`config.mk`:
```
export PLATFORM = sky130hd
export DESIGN_NAME = tccb_ctrl
export DESIGN_NICKNAME = d
export VERILOG_FILES = /design/src/rtl/tccb_pkg.sv /design/src/rtl/tccb_ctrl.sv
export SDC_FILE = /design/constraint.sdc
export NUM_CORES = 1
export LEC_CHECK = 0
export ABC_CLOCK_PERIOD_IN_PS = 1840
export BUFFER_PORTS_ARGS = -buffer_cell sky130_fd_sc_hd__buf_2
export CORE_AREA = 4 4 41 43
export CTS_CLUSTER_DIAMETER = 30
export DETAILED_ROUTE_END_ITERATION = 7
export DIE_AREA = 0 0 45 47
export PLACE_DENSITY = 0.44
export SLEW_MARGIN = 20
export SYNTH_ARGS = -nofsm -noshare
export SYNTH_HDL_FRONTEND = slang
export SYNTH_SLANG_ARGS = --single-unit
```
`constraint.sdc`:
```
create_clock -name i_clk -period 1.84 [get_ports i_clk]
set_input_delay 0.368 -clock i_clk [delete_from_list [all_inputs] [get_ports i_clk]]
set_output_delay 0.368 -clock i_clk [all_outputs]
set_load 0.01 [all_outputs]
```
`src/rtl/tccb_pkg.sv`:
```
// shared types, codes and defaults for the text console cursor buffer
// no dependencies; used by tccb_ctrl, tccb_dp and text_console_cursor_buffer
package tccb_pkg;

    // parameter defaults
    localparam int ROWS_DEF     = 16;
    localparam int COLS_DEF     = 64;
    localparam int TAB_STOP_DEF = 8;

    // character codes
    localparam logic [7:0] CH_SPACE = 8'd32;
    localparam logic [7:0] CH_TAB   = 8'h09;
    localparam logic [7:0] CH_LF    = 8'h0A;
    localparam logic [7:0] CH_CR    = 8'h0D;
    localparam logic [7:0] BS_RESET = 8'd8;

    // item kinds
    localparam logic [2:0] KIND_PUT   = 3'd0;
    localparam logic [2:0] KIND_CLEAR = 3'd1;
    localparam logic [2:0] KIND_START = 3'd2;
    localparam logic [2:0] KIND_READ  = 3'd3;
    localparam logic [2:0] KIND_ACK   = 3'd4;

    // datapath operations
    localparam logic [2:0] OP_NONE      = 3'd0;
    localparam logic [2:0] OP_LOAD      = 3'd1;
    localparam logic [2:0] OP_EXEC      = 3'd2;
    localparam logic [2:0] OP_TAB       = 3'd3;
    localparam logic [2:0] OP_SWEEP_ROW = 3'd4;
    localparam logic [2:0] OP_SWEEP_ALL = 3'd5;
    localparam logic [2:0] OP_EMIT      = 3'd6;

    typedef struct packed {
        logic [2:0] op;
    } t_dp_cmd;

    typedef struct packed {
        logic is_tab;
        logic is_clear;
        logic scroll;
        logic tab_last;
        logic row_sweep_last;
        logic all_sweep_last;
    } t_dp_status;

endpackage

```
`src/rtl/tccb_ctrl.sv`:
```
// sequencing state machine for the text console cursor buffer
// depends on tccb_pkg for command and status types
module tccb_ctrl (
    input  logic                 i_clk,
    input  logic                 i_rst_n,
    input  logic                 start,
    output logic                 busy,
    output logic                 o_strobe,
    output tccb_pkg::t_dp_cmd    o_cmd,
    input  tccb_pkg::t_dp_status i_status
);

    localparam logic [2:0] S_INIT = 3'd0;
    localparam logic [2:0] S_IDLE = 3'd1;
    localparam logic [2:0] S_EXEC = 3'd2;
    localparam logic [2:0] S_TAB  = 3'd3;
    localparam logic [2:0] S_SCRL = 3'd4;
    localparam logic [2:0] S_CLR  = 3'd5;
    localparam logic [2:0] S_EMIT = 3'd6;

    logic [2:0] r_state, n_state;
    logic       r_strobe;

    always_comb begin
        n_state  = r_state;
        o_cmd.op = tccb_pkg::OP_NONE;
        case (r_state)
            S_INIT: begin
                o_cmd.op = tccb_pkg::OP_SWEEP_ALL;
                if (i_status.all_sweep_last) n_state = S_IDLE;
            end
            S_IDLE: begin
                if (start) begin
                    o_cmd.op = tccb_pkg::OP_LOAD;
                    n_state  = S_EXEC;
                end
            end
            S_EXEC: begin
                o_cmd.op = tccb_pkg::OP_EXEC;
                if (i_status.is_tab)        n_state = S_TAB;
                else if (i_status.is_clear) n_state = S_CLR;
                else if (i_status.scroll)   n_state = S_SCRL;
                else                        n_state = S_EMIT;
            end
            S_TAB: begin
                o_cmd.op = tccb_pkg::OP_TAB;
                if (i_status.tab_last) n_state = S_EMIT;
            end
            S_SCRL: begin
                o_cmd.op = tccb_pkg::OP_SWEEP_ROW;
                if (i_status.row_sweep_last) n_state = S_EMIT;
            end
            S_CLR: begin
                o_cmd.op = tccb_pkg::OP_SWEEP_ALL;
                if (i_status.all_sweep_last) n_state = S_EMIT;
            end
            S_EMIT: begin
                o_cmd.op = tccb_pkg::OP_EMIT;
                n_state  = S_IDLE;
            end
            default: begin
                n_state = S_IDLE;
            end
        endcase
    end

    always_ff @(posedge i_clk) begin
        if (!i_rst_n) begin
            r_state  <= S_INIT;
            r_strobe <= 1'b0;
        end else begin
            r_state  <= n_state;
            r_strobe <= (r_state == S_EMIT);
        end
    end

    assign busy     = (r_state != S_IDLE);
    assign o_strobe = r_strobe;

    // an accepted transaction holds the block busy
    a_busy_after_accept: assert property (@(posedge i_clk) disable iff (!i_rst_n)
        start && !busy |=> busy)
        else $error("busy low right after accept");

    // the strobe only follows the emit step
    a_strobe_after_emit: assert property (@(posedge i_clk) disable iff (!i_rst_n)
        o_strobe |-> $past(r_state) == S_EMIT)
        else $error("strobe without emit");

    // one result per transaction, never two in a row
    a_strobe_single: assert property (@(posedge i_clk) disable iff (!i_rst_n)
        o_strobe |=> !o_strobe)
        else $error("strobe held for two cycles");

    // result cycle already open for the next transaction
    a_strobe_idle: assert property (@(posedge i_clk) disable iff (!i_rst_n)
        o_strobe |-> !busy)
        else $error("busy during result cycle");

endmodule

```
# Word-level counts from Yosys, hierarchy flattened
# Index checks and enable logic that the tools add are counted.
[word_totals]
register_bits = 4
latch_bits = 0
mem_bits_rw = 0
mem_bits_ro = 0
inputBits = 9
output_inout_bits = 5
elab_cells = 28
mem_count = 0
[op_classes]
add_sub_neg = 0
multipliers = 0
div = 0
magnitude_cmp = 0
eq_ne = 12
n_shift = 0
mux = 11
bitwise_logic = 0
reduce_logical = 3
[ops]
columns = ["op", "n"]
rows = [
  ["3-bit case mux with 6 select lines", 2],
  ["3-bit 2-to-1 mux", 6],
  ["2-bit != test (second input constant)", 5],
  ["3-bit == test (second input constant)", 3],
  ["3-bit by 2-bit == test with 1-bit output (second input constant)", 2],
  ["5-bit AND reduction", 1],
  ["2-bit 2-to-1 mux", 2],
  ["3-bit by 1-bit == test with 1-bit output (second input constant)", 1],
  ["3-bit zero test", 1],
  ["3-bit by 1-bit != test with 1-bit output (second input constant)", 1],
  ["2-bit OR reduction", 1],
  ["1-bit 2-to-1 mux", 1],
]

# Longest topological paths before layout
# Gate-level depths: netlist of the first run.
[depth]
ltp_word = 4
depth_mapped = 6
depth_no_buf = 5

# Worst setup path after synthesis of the first run
# No wires, ideal clock.
[synth_timing]
kind = "reg2out"
startpoint = "register r_state[0]"
endpoint = "output o_cmd[0] (netlist bit)"
t_arrival_ns = 1.159
required_ns = 1.472
path_slack_ns = 0.313
stages_incl_launch_ff = 5
path_buffers = 1
path_cell_list = "dfxtp_1 > buf_6 > inv_2 > or3_1 > o221a_2"
[synth_lines]
columns = ["item", "line", "text"]
rows = [
  ["start: declaration", "tccb_ctrl.sv:21", "logic [2:0] r_state, n_state;"],
  ["start signal: assignment", "tccb_ctrl.sv:72", "r_state <= n_state;"],
  ["end: declaration", "tccb_ctrl.sv:9", "output tccb_pkg::t_dp_cmd o_cmd,"],
]

==> results of run 1 <==
==> cell usage after synthesis <==
cell	n
a2111oi_2	1
a21boi_0	1
a21oi_1	5
and2_1	1
buf_2	2
buf_6	1
dfxtp_1	4
inv_1	2
inv_2	1
maj3_1	1
mux2i_1	2
nand2_1	4
nand3_1	1
nor2_1	1
nor2b_1	2
nor3_1	2
o21a_1	1
o21ai_0	4
o21ai_1	2
o21bai_1	1
o221a_2	1
or3_1	1
==> worst max-delay path, delay by kind of cell, from the launching register on <==
family          cells  cell delay, ns
simple gates        1            0.36
compound gates      1            0.23
buf+inv             2            0.18
flops               1            0.36
==> worst min-delay path by stage <==
| stage | from | to | slack [ns] | cells after the start |
|---|---|---|---|---|
| after floorplan | i_rst_n | r_state[0] | 0.49 | 1 |
| after global placement | r_state[2] | o_strobe | 0.53 | 2 |
| after detailed placement | r_state[2] | o_strobe | 0.52 | 2 |
| after CTS | i_rst_n | r_state[1] | 0.38 | 2 |
| after global routing | i_rst_n | r_state[0] | 0.40 | 2 |
| final | i_rst_n | r_state[1] | 0.38 | 2 |
==> stage by stage <==
| step | power (mW) | setup WS, ns | cell area [um2] |
|---|---|---|---|
| floorplan | 0.2443 | 0.3128 | 305.3 |
| global placement | 0.2928 | 0.2999 | 382.9 |
| detailed placement | 0.2910 | 0.3003 | 382.9 |
| CTS | 0.4047 | 0.04492 | 405.4 |
| global route | 0.4354 | 0.04898 | 407.9 |
| finish | 0.3964 | 0.1115 | 407.9 |
==> report_power, final <==
part | internal [mW] | switching [mW]
registers | 0.101 | 0.0195
clock network | 0.0729 | 0.0347
logic | 0.0850 | 0.0837
==> cells by family after synthesis <==
group	after synthesis
adders and majority gates	1
and+or+nand+nor	12
muxes	2
DFF	4
AOI/OAI and AO/OA	16
buffers and inverters	6
==> state kept, by name, indices dropped and copies added, names as in the netlist <==
name,cells
r_state,3
o_strobe,1
==> routing by layer <==
| layer | vias to the layer above | routed length [um] |
|---|---|---|
| li1 | 176 | - |
| met1 | 146 | 319 |
| met2 | 5 | 374 |
| met3 | 0 | 33 |
| met4 | 0 | 0 |
| met5 | - | 0 |
==> cell type report <==
cell class	count	share of cell area [%]
Multi-Input combinational cell	31	47.24
Sequential cell	4	20.25
Timing Repair Buffer	15	19.63
Clock buffer	3	5.521
Tap cell	15	4.601
Inverter	3	2.761
==> out/metrics.yaml, run 1 <==
place:
  globalplace.congestion: 0.6635
  port_buffers: 13
  detailed_place_hpwl_um: 595
  place.detailed.instances: 68
global_routing:
  wire_length_of_the_first_global_routing_pass_um: 1248
  grt_use_met2_pct: 13.56
  grt_antenna_before_repair: 0
  gr-usage-all-layers_pct: 8.458
  globalRouteMet1Util_pct: 9.112
  grt_start_max_net_pins: 11
  grtUsageMet3_pct: 1.533
  grt-ovfl-total: 0
  first_global_vias: 325
  grt_most_used_layer: "met2"
floorplanning:
  core_box_area_um2: 1301
  die_boundary_height_um: 47
  die_area_um2: 2115
  ioPinCount: 14
  floorplan.die.width_um: 45
  start_util_pct: 23.46
  core.rowCount: 13
clock_network:
  cts.repair_timing.setup_buffer_count: 0
  numCtsBuffers: 3
  ctsRootBufferMaster: "clkbuf_4"
  htreeDepth: 1
  cts_tree: "yes"
  clock-sinks: 4
  clock_latency_ns: 0.23
  clkSlewWorstSetupHoldPaths_ns: 0.04
  ctsLongestPathBuffers: 2
  postCtsResizedCells: 0
  cts_hold_repair.buffers: 0
synth:
  ys_seq_elements: 4
  post_synth_instance_area_um2: 305.3
  synth_fp_nets: 50
  synth_fa_ha_area_share_pct: 3.279
  syn-mean-instance-area_um2: 7.446
  share_of_synthesized_area_spent_on_multiplexers_pct: 6.557
  synthCells: 41
  synth_cell_types: 22
  yosys_warnings: 0
  synthSimpleGateAreaFrac_pct: 19.26
  synth_sequential_area_ratio_pct: 26.23
  synth_largest_area_cell: "dfxtp_1"
  yosysTopAreaCellShare_pct: 26.23
  yosys-top-cells-area: "dfxtp_1 26%, a21oi_1 8.2%, mux2i_1 6.6%"
  synth_top_family_by_area: "compound AO/OA/AOI/OAI gates"
  synth-compound-area-share_pct: 34.02
  synthXorXnorAreaFrac_pct: 0
sta:
  finalHoldViolCount: 0
  timing_worst_slew_pin_value_ns: 0.2608
  timing.final.setup_violations: 0
  whs_ns: 0.3819
  final_clock_skew_ns: 0.001488
  max_freq_ghz: 0.5785
  post-route-period-util_pct: 93.94
  maxSlewViolCount: 0
  timing.setup.tns_ns: 0
  timing.final.crit_period_ns: 1.729
  tightest_slew_margin_relative_to_the_limit_pct: 82.58
  rsz0062_at_grt: "false"
critical_path:
  setup.worst_path.start: "r_state[0]"
  reg2regPathDepth: 5
  crit_end: "o_cmd[0]"
  worst-setup-path-type: "reg2out"
  critical_path.startpoint_type: "flip-flop"
  cp.arrival_ns: 1.36
  regToRegStartpoint: "r_state[2]"
  crit_chain: "inv_2, or3_1, o221a_2, buf_2"
  rr_endpoint: "r_state[0]"
  max_stage_delay_ns: 0.36
  highest_delay_cell_along_the_critical_path: "dfxtp_2"
  cp_max_fo: 5
  critPathRequiredTime_ns: 1.47
  timing.reg2reg.setup_slack_ns: 0.37
  setup.worst_path.end_class: "output port"
detailed_routing:
  drc: 0
  drtPass1Iterations: 2
  totalWireLength_um: 727
  number_of_vias_per_cell: 4.606
  detail_route.iter0.violations: 4
  final_antenna_net_count: 0
  post_detailed_route_wirelength_per_cell_um: 10.24
  via_count: 327
run_status:
  outcome: "finished clean"
cells_and_area:
  final_common_cell: "buf_2"
  layout.core_utilization_pct: 31.35
  drive_above_1_share_pct: 41.07
  diodes: 0
  area.growth.synth_to_final_pct: 33.61
  layout_common_cells: "13 x buf_2, 5 x a21oi_1, 4 x o21ai_0, 4 x nand2_1, 3 x clkbuf_4"
  instances_no_fill: 71
  fillCellCount: 158
  final_net_count: 67
  multi_input_area_um2: 192.7
  flip_flop_and_latch_area_um2: 82.58
power:
  peakVddDrop_v: 0.0004625
  static_power_due_to_leakage_nw: 0.1718
  power.density_nw_per_um2: 971.9
flow_run:
  max-cap-violations: 0
hold_path:
  min_path_type: "in2reg"
Note: power is estimated with default switching activity, not from simulation.
==> run 2: changes to the inputs <==
Settings changed: CORE_AREA 4 4 41 43 to 5 5 42 44, DIE_AREA 0 0 45 47 to 0 0 47 49.
==> out/metrics.yaml, run 2 (synthesized netlist as in run 1, its figures left out) <==
run_status:
  outcome: "finished clean"  # unchanged
detailed_routing:
  final_antenna_net_count: 0  # unchanged
  post_detailed_route_wirelength_per_cell_um: 10.01  # was 10.24 um
  drtPass1Iterations: 2  # unchanged
  totalWireLength_um: 721  # was 727 um
  via_count: 326  # was 327
  drc: 0  # unchanged
  detail_route.iter0.violations: 5  # was 4
  number_of_vias_per_cell: 4.528  # was 4.606
place:
  pre_cts_ws_ns: 0.3649  # was 0.3003 ns
  place.detailed.instances: 69  # was 68
  port_buffers: 13  # unchanged
  globalplace.congestion: 0.6967  # was 0.6635
  detailed_place_hpwl_um: 571  # was 595 um
  placedInstanceArea_um2: 384.1  # was 382.9 um2
cells_and_area:
  area.growth.synth_to_final_pct: 33.20  # was 33.61%
  final_common_cell: "buf_2"  # unchanged
  postLayoutCellArea_um2: 406.6  # was 407.9 um2
  largest_register_ff_count: 3  # unchanged
  fillCellCount: 164  # was 158
  largest_register: "r_state"  # unchanged
  diodes: 0  # unchanged
  final_net_count: 67  # unchanged
  layout_common_cells: "13 x buf_2, 5 x a21oi_1, 4 x o21ai_0, 4 x nand2_1, 4 x dfxtp_1"  # was 13 x buf_2, 5 x a21oi_1, 4 x o21ai_0, 4 x nand2_1, 3 x clkbuf_4
  instances_no_fill: 72  # was 71
  drive_above_1_share_pct: 37.50  # was 41.07%
floorplanning:
  start_util_pct: 21.79  # was 23.46%
  die_area_um2: 2303  # was 2115 um2
  ioPinCount: 14  # unchanged
  floorplan.die.width_um: 47  # was 45 um
  core_box_area_um2: 1401  # was 1301 um2
  die_boundary_height_um: 49  # was 47 um
  core.rowCount: 14  # was 13
clock_network:
  cts.repair_timing.setup_buffer_count: 0  # unchanged
  clkSlewWorstSetupHoldPaths_ns: 0.04  # about the same
  cts_hold_repair.buffers: 0  # unchanged
  numCtsBuffers: 3  # unchanged
  ctsLongestPathBuffers: 2  # unchanged
  htreeDepth: 1  # unchanged
  ctsRootBufferMaster: "clkbuf_4"  # unchanged
  clock-sinks: 4  # unchanged
  postCtsResizedCells: 0  # unchanged
  cts_tree: "yes"  # unchanged
  clock_latency_ns: 0.24  # was 0.23 ns
critical_path:
  cp.arrival_ns: 1.36  # about the same
  critPathRequiredTime_ns: 1.47  # about the same
  max_stage_delay_ns: 0.48  # was 0.36 ns
  critical_path.startpoint_type: "flip-flop"  # unchanged
  worst-setup-path-type: "reg2out"  # unchanged
  highest_delay_cell_along_the_critical_path: "dfxtp_1"  # was dfxtp_2
  cp_max_fo: 10  # was 5
  crit_chain: "inv_1, maj3_1, buf_2"  # was inv_2, or3_1, o221a_2, buf_2
  setup.worst_path.end_class: "output port"  # unchanged
power:
  clockPowerShare_pct: 27.3  # was 27.1%
  static_power_due_to_leakage_nw: 0.1711  # was 0.1718 nW
  share_seq_of_total_power_pct: 27.9  # was 30.3%
  power.density_nw_per_um2: 974.0  # was 971.9 nW/um2
  intPower_mw: 0.2565  # was 0.2586 mW
  swShare_pct: 35.24  # was 34.77%
  power_frac_comb_pct: 44.8  # was 42.6%
  p_sw_mw: 0.1396  # was 0.1379 mW
  peakVddDrop_v: 0.0004688  # was 0.0004625 V
global_routing:
  grt_antenna_before_repair: 0  # unchanged
  grt-ovfl-total: 0  # unchanged
  grt_start_max_net_pins: 13  # was 11
  gr-usage-all-layers_pct: 6.841  # was 8.458%
  first_global_vias: 281  # was 325
  wire_length_of_the_first_global_routing_pass_um: 1152  # was 1248 um
sta:
  finalHoldViolCount: 0  # unchanged
  max_freq_ghz: 0.5789  # was 0.5785 GHz
  tightest_slew_margin_relative_to_the_limit_pct: 80.10  # was 82.58%
  maxSlewViolCount: 0  # unchanged
  timing_worst_slew_pin_value_ns: 0.2979  # was 0.2608 ns
  rsz0062_at_grt: "false"  # unchanged
  timing.setup.tns_ns: 0  # unchanged
  timing.final.setup_violations: 0  # unchanged
  timing.final.crit_period_ns: 1.727  # was 1.729 ns
  post-route-period-util_pct: 93.88  # was 93.94%
  setup_ws_ns: 0.1126  # was 0.1115 ns
  final_clock_skew_ns: 0.007734  # was 0.001488 ns
hold_path:
  min_path_type: "in2reg"  # unchanged
flow_run:
  max-cap-violations: 0  # unchanged
## run 2: cell counts in the layout (fill, tap and decap cells not counted)
Identical to the previous run, type by type.
## run 2: worst max-delay path: cells and delay by family (launching register included)
kind | cells | cell delay [ns]
DFF | 1 | 0.48
adders and majority gates | 1 | 0.35
buffers and inverters | 2 | 0.29
## run 2: path summary, 6_finish.rpt
| check | endpoint | from | slack [ns] | cells after the start |
|---|---|---|---|---|
| worst min-delay path | r_state[1] | i_rst_n | 0.38 | 2 |
| worst max-delay path | o_cmd[2] | r_state[1] | 0.11 | 3 |
| worst max register to register | r_state[0] | r_state[0] | 0.37 | 6 |
| worst min register to register | o_strobe | r_state[2] | 0.62 | 3 |
## run 2: layout make-up
type                       instances  area [um2]  share of cell area (%)
multi-input combinational         31       192.7                   47.38
timing repair buffer              15       80.08                   19.69
inverter                           3       11.26                   2.769
sequential                         4       80.08                   19.69
clock buffer                       3       22.52                   5.538
tap                               16       20.02                   4.923
## run 2: metrics by stage
stage / util (%) / total power [mW] / hold slack, ns
after detailed placement: 27.41 / 0.2908 / 0.6200
after global routing: 29.02 / 0.4342 / 0.3894
after CTS: 29.02 / 0.4076 / 0.3694
after global placement: 27.41 / 0.2931 / 0.6261
after floorplan: - / 0.2443 / 0.4855
final: 29.02 / 0.3961 / 0.3812
## run 2: power groups by stage
stage | logic (mW) | clock network (mW) | registers (mW)
after floorplan | 0.140 | 0 | 0.105
after global placement | 0.181 | 0 | 0.112
after detailed placement | 0.179 | 0 | 0.112
after CTS | 0.179 | 0.118 | 0.110
after global routing | 0.202 | 0.119 | 0.113
final | 0.177 | 0.108 | 0.111
## run 2: routing by layer
metal  GRT usage [%]  vias up  share of wire (%)
met1           9.713      143                 47
met5               0        -                  0
met2           8.145        7                 46
met3           2.952        0                6.5
met4           4.147        0                  0
li1                -      176                  -
==> run 3: changes to the inputs <==
Settings changed: PLACE_DENSITY 0.44 to default.
==> out/metrics.yaml, run 3 (synthesized netlist as in run 1, its figures left out) <==
clock_network:
  clock-sinks: 4  # unchanged
  clock_latency_ns: 0.23  # was 0.24 ns
  numCtsBuffers: 3  # unchanged
  postCtsResizedCells: 0  # unchanged
  cts_hold_repair.buffers: 0  # unchanged
  clkSlewWorstSetupHoldPaths_ns: 0.04  # about the same
  cts.repair_timing.setup_buffer_count: 0  # unchanged
  cts_tree: "yes"  # unchanged
  htreeDepth: 1  # unchanged
  ctsRootBufferMaster: "clkbuf_4"  # unchanged
  ctsLongestPathBuffers: 2  # unchanged
critical_path:
  critPathRequiredTime_ns: 1.47  # about the same
  cp.arrival_ns: 1.38  # was 1.36 ns
  worst-setup-path-type: "reg2out"  # unchanged
  critical_path.startpoint_type: "flip-flop"  # unchanged
  cp_max_fo: 10  # unchanged
  setup.worst_path.end_class: "output port"  # unchanged
floorplanning:
  start_util_pct: 21.79  # unchanged
  core.rowCount: 14  # unchanged
  ioPinCount: 14  # unchanged
  die_boundary_height_um: 49  # unchanged
  core_box_area_um2: 1401  # unchanged
  floorplan.die.width_um: 47  # unchanged
  die_area_um2: 2303  # unchanged
cells_and_area:
  layout_common_cells: "13 x buf_2, 5 x a21oi_1, 4 x o21ai_0, 4 x nand2_1"  # was 13 x buf_2, 5 x a21oi_1, 4 x o21ai_0, 4 x nand2_1, 4 x dfxtp_1
  diodes: 0  # unchanged
  area.growth.synth_to_final_pct: 31.15  # was 33.20%
  fillCellCount: 163  # was 164
  final_net_count: 66  # was 67
  largest_register: "r_state"  # unchanged
  drive_above_1_share_pct: 38.18  # was 37.50%
  largest_register_ff_count: 3  # unchanged
  final_common_cell: "buf_2"  # unchanged
detailed_routing:
  post_detailed_route_wirelength_per_cell_um: 9.732  # was 10.01 um
  number_of_vias_per_cell: 4.577  # was 4.528
  drc: 0  # unchanged
  totalWireLength_um: 691  # was 721 um
  detail_route.iter0.violations: 2  # was 5
  final_antenna_net_count: 0  # unchanged
  drtPass1Iterations: 4  # was 2
  via_count: 325  # was 326
power:
  static_power_due_to_leakage_nw: 0.1661  # was 0.1711 nW
  p_total_mw: 0.3908  # was 0.3961 mW
  power.density_nw_per_um2: 976.0  # was 974.0 nW/um2
  peakVddDrop_v: 0.0003302  # was 0.0004688 V
global_routing:
  wire_length_of_the_first_global_routing_pass_um: 1000  # was 1152 um
  first_global_vias: 266  # was 281
  grt-ovfl-total: 0  # unchanged
  grt_start_max_net_pins: 14  # was 13
  gr-usage-all-layers_pct: 6.052  # was 6.841%
  grt_antenna_before_repair: 0  # unchanged
hold_path:
  min_path_type: "in2reg"  # unchanged
sta:
  final_clock_skew_ns: 0.0002992  # was 0.007734 ns
  finalHoldViolCount: 0  # unchanged
  timing.final.crit_period_ns: 1.748  # was 1.727 ns
  post-route-period-util_pct: 94.97  # was 93.88%
  maxSlewViolCount: 0  # unchanged
  max_freq_ghz: 0.5722  # was 0.5789 GHz
  rsz0062_at_grt: "false"  # unchanged
  timing_worst_slew_pin_value_ns: 0.2899  # was 0.2979 ns
  timing.final.setup_violations: 0  # unchanged
  timing.setup.tns_ns: 0  # unchanged
  tightest_slew_margin_relative_to_the_limit_pct: 80.65  # was 80.10%
run_status:
  outcome: "finished clean"  # unchanged
place:
  port_buffers: 13  # unchanged
  globalplace.congestion: 0.7501  # was 0.6967
flow_run:
  max-cap-violations: 0  # unchanged
## run 3: cell count changes in the layout (fill, tap and decap cells not counted), sizes merged
cell	before	now
buf	15	14
## run 3: path summary, 6_finish.rpt
kind                                 start         end  slack [ns]  cells after the start
worst min-delay path               i_rst_n  r_state[0]        0.38                      2
worst min register to register  r_state[2]    o_strobe        0.55                      2
worst max register to register  r_state[0]  r_state[0]        0.41                      6
worst max-delay path            r_state[1]    o_cmd[2]        0.09                      3
## run 3: routing by layer
| metal | vias to the layer above | wire length, um | global-route usage [%] |
|---|---|---|---|
| li1 | 173 | - | - |
| met1 | 143 | 318 | 7.237 |
| met2 | 9 | 310 | 8.597 |
| met3 | 0 | 62 | 2.214 |
| met4 | 0 | 0 | 4.147 |
| met5 | - | 0 | 0 |
## run 3: critical path: stages (launching register included)
cell and delay [ns]:
dfxtp_1 0.48, inv_1 0.17, maj3_1 0.36, buf_2 0.14
## run 3: cell type report
class | count | area, um2 | area share [%]
multi-input cells | 31 | 192.7 | 48.13
inverters | 3 | 11.26 | 2.812
flip-flops and latches | 4 | 81.33 | 20.31
well taps | 16 | 20.02 | 5.000
repair buffers | 14 | 72.57 | 18.12
clock buffers | 3 | 22.52 | 5.625
## run 3: power by group
part	switching [mW]	leakage, nW	internal (mW)
combinational	0.0846	0.119	0.0827
sequential	0.0177	0.0331	0.0990
clock	0.0340	0.0138	0.0728
## run 3: per-stage QoR
stage | hold WS, ns | cells | instance area (um2) | setup slack (ns) | util (%)
floorplan | 0.4855 | 41 | 305.3 | 0.3128 | -
global route | 0.4070 | 71 | 400.4 | 0.01698 | 28.57
finish | 0.3841 | 71 | 400.4 | 0.09247 | 28.57
CTS | 0.3795 | 71 | 399.1 | 0.01487 | 28.48
detailed placement | 0.6140 | 68 | 376.6 | 0.2689 | 26.88
global placement | 0.6071 | 68 | 376.6 | 0.2924 | 26.88
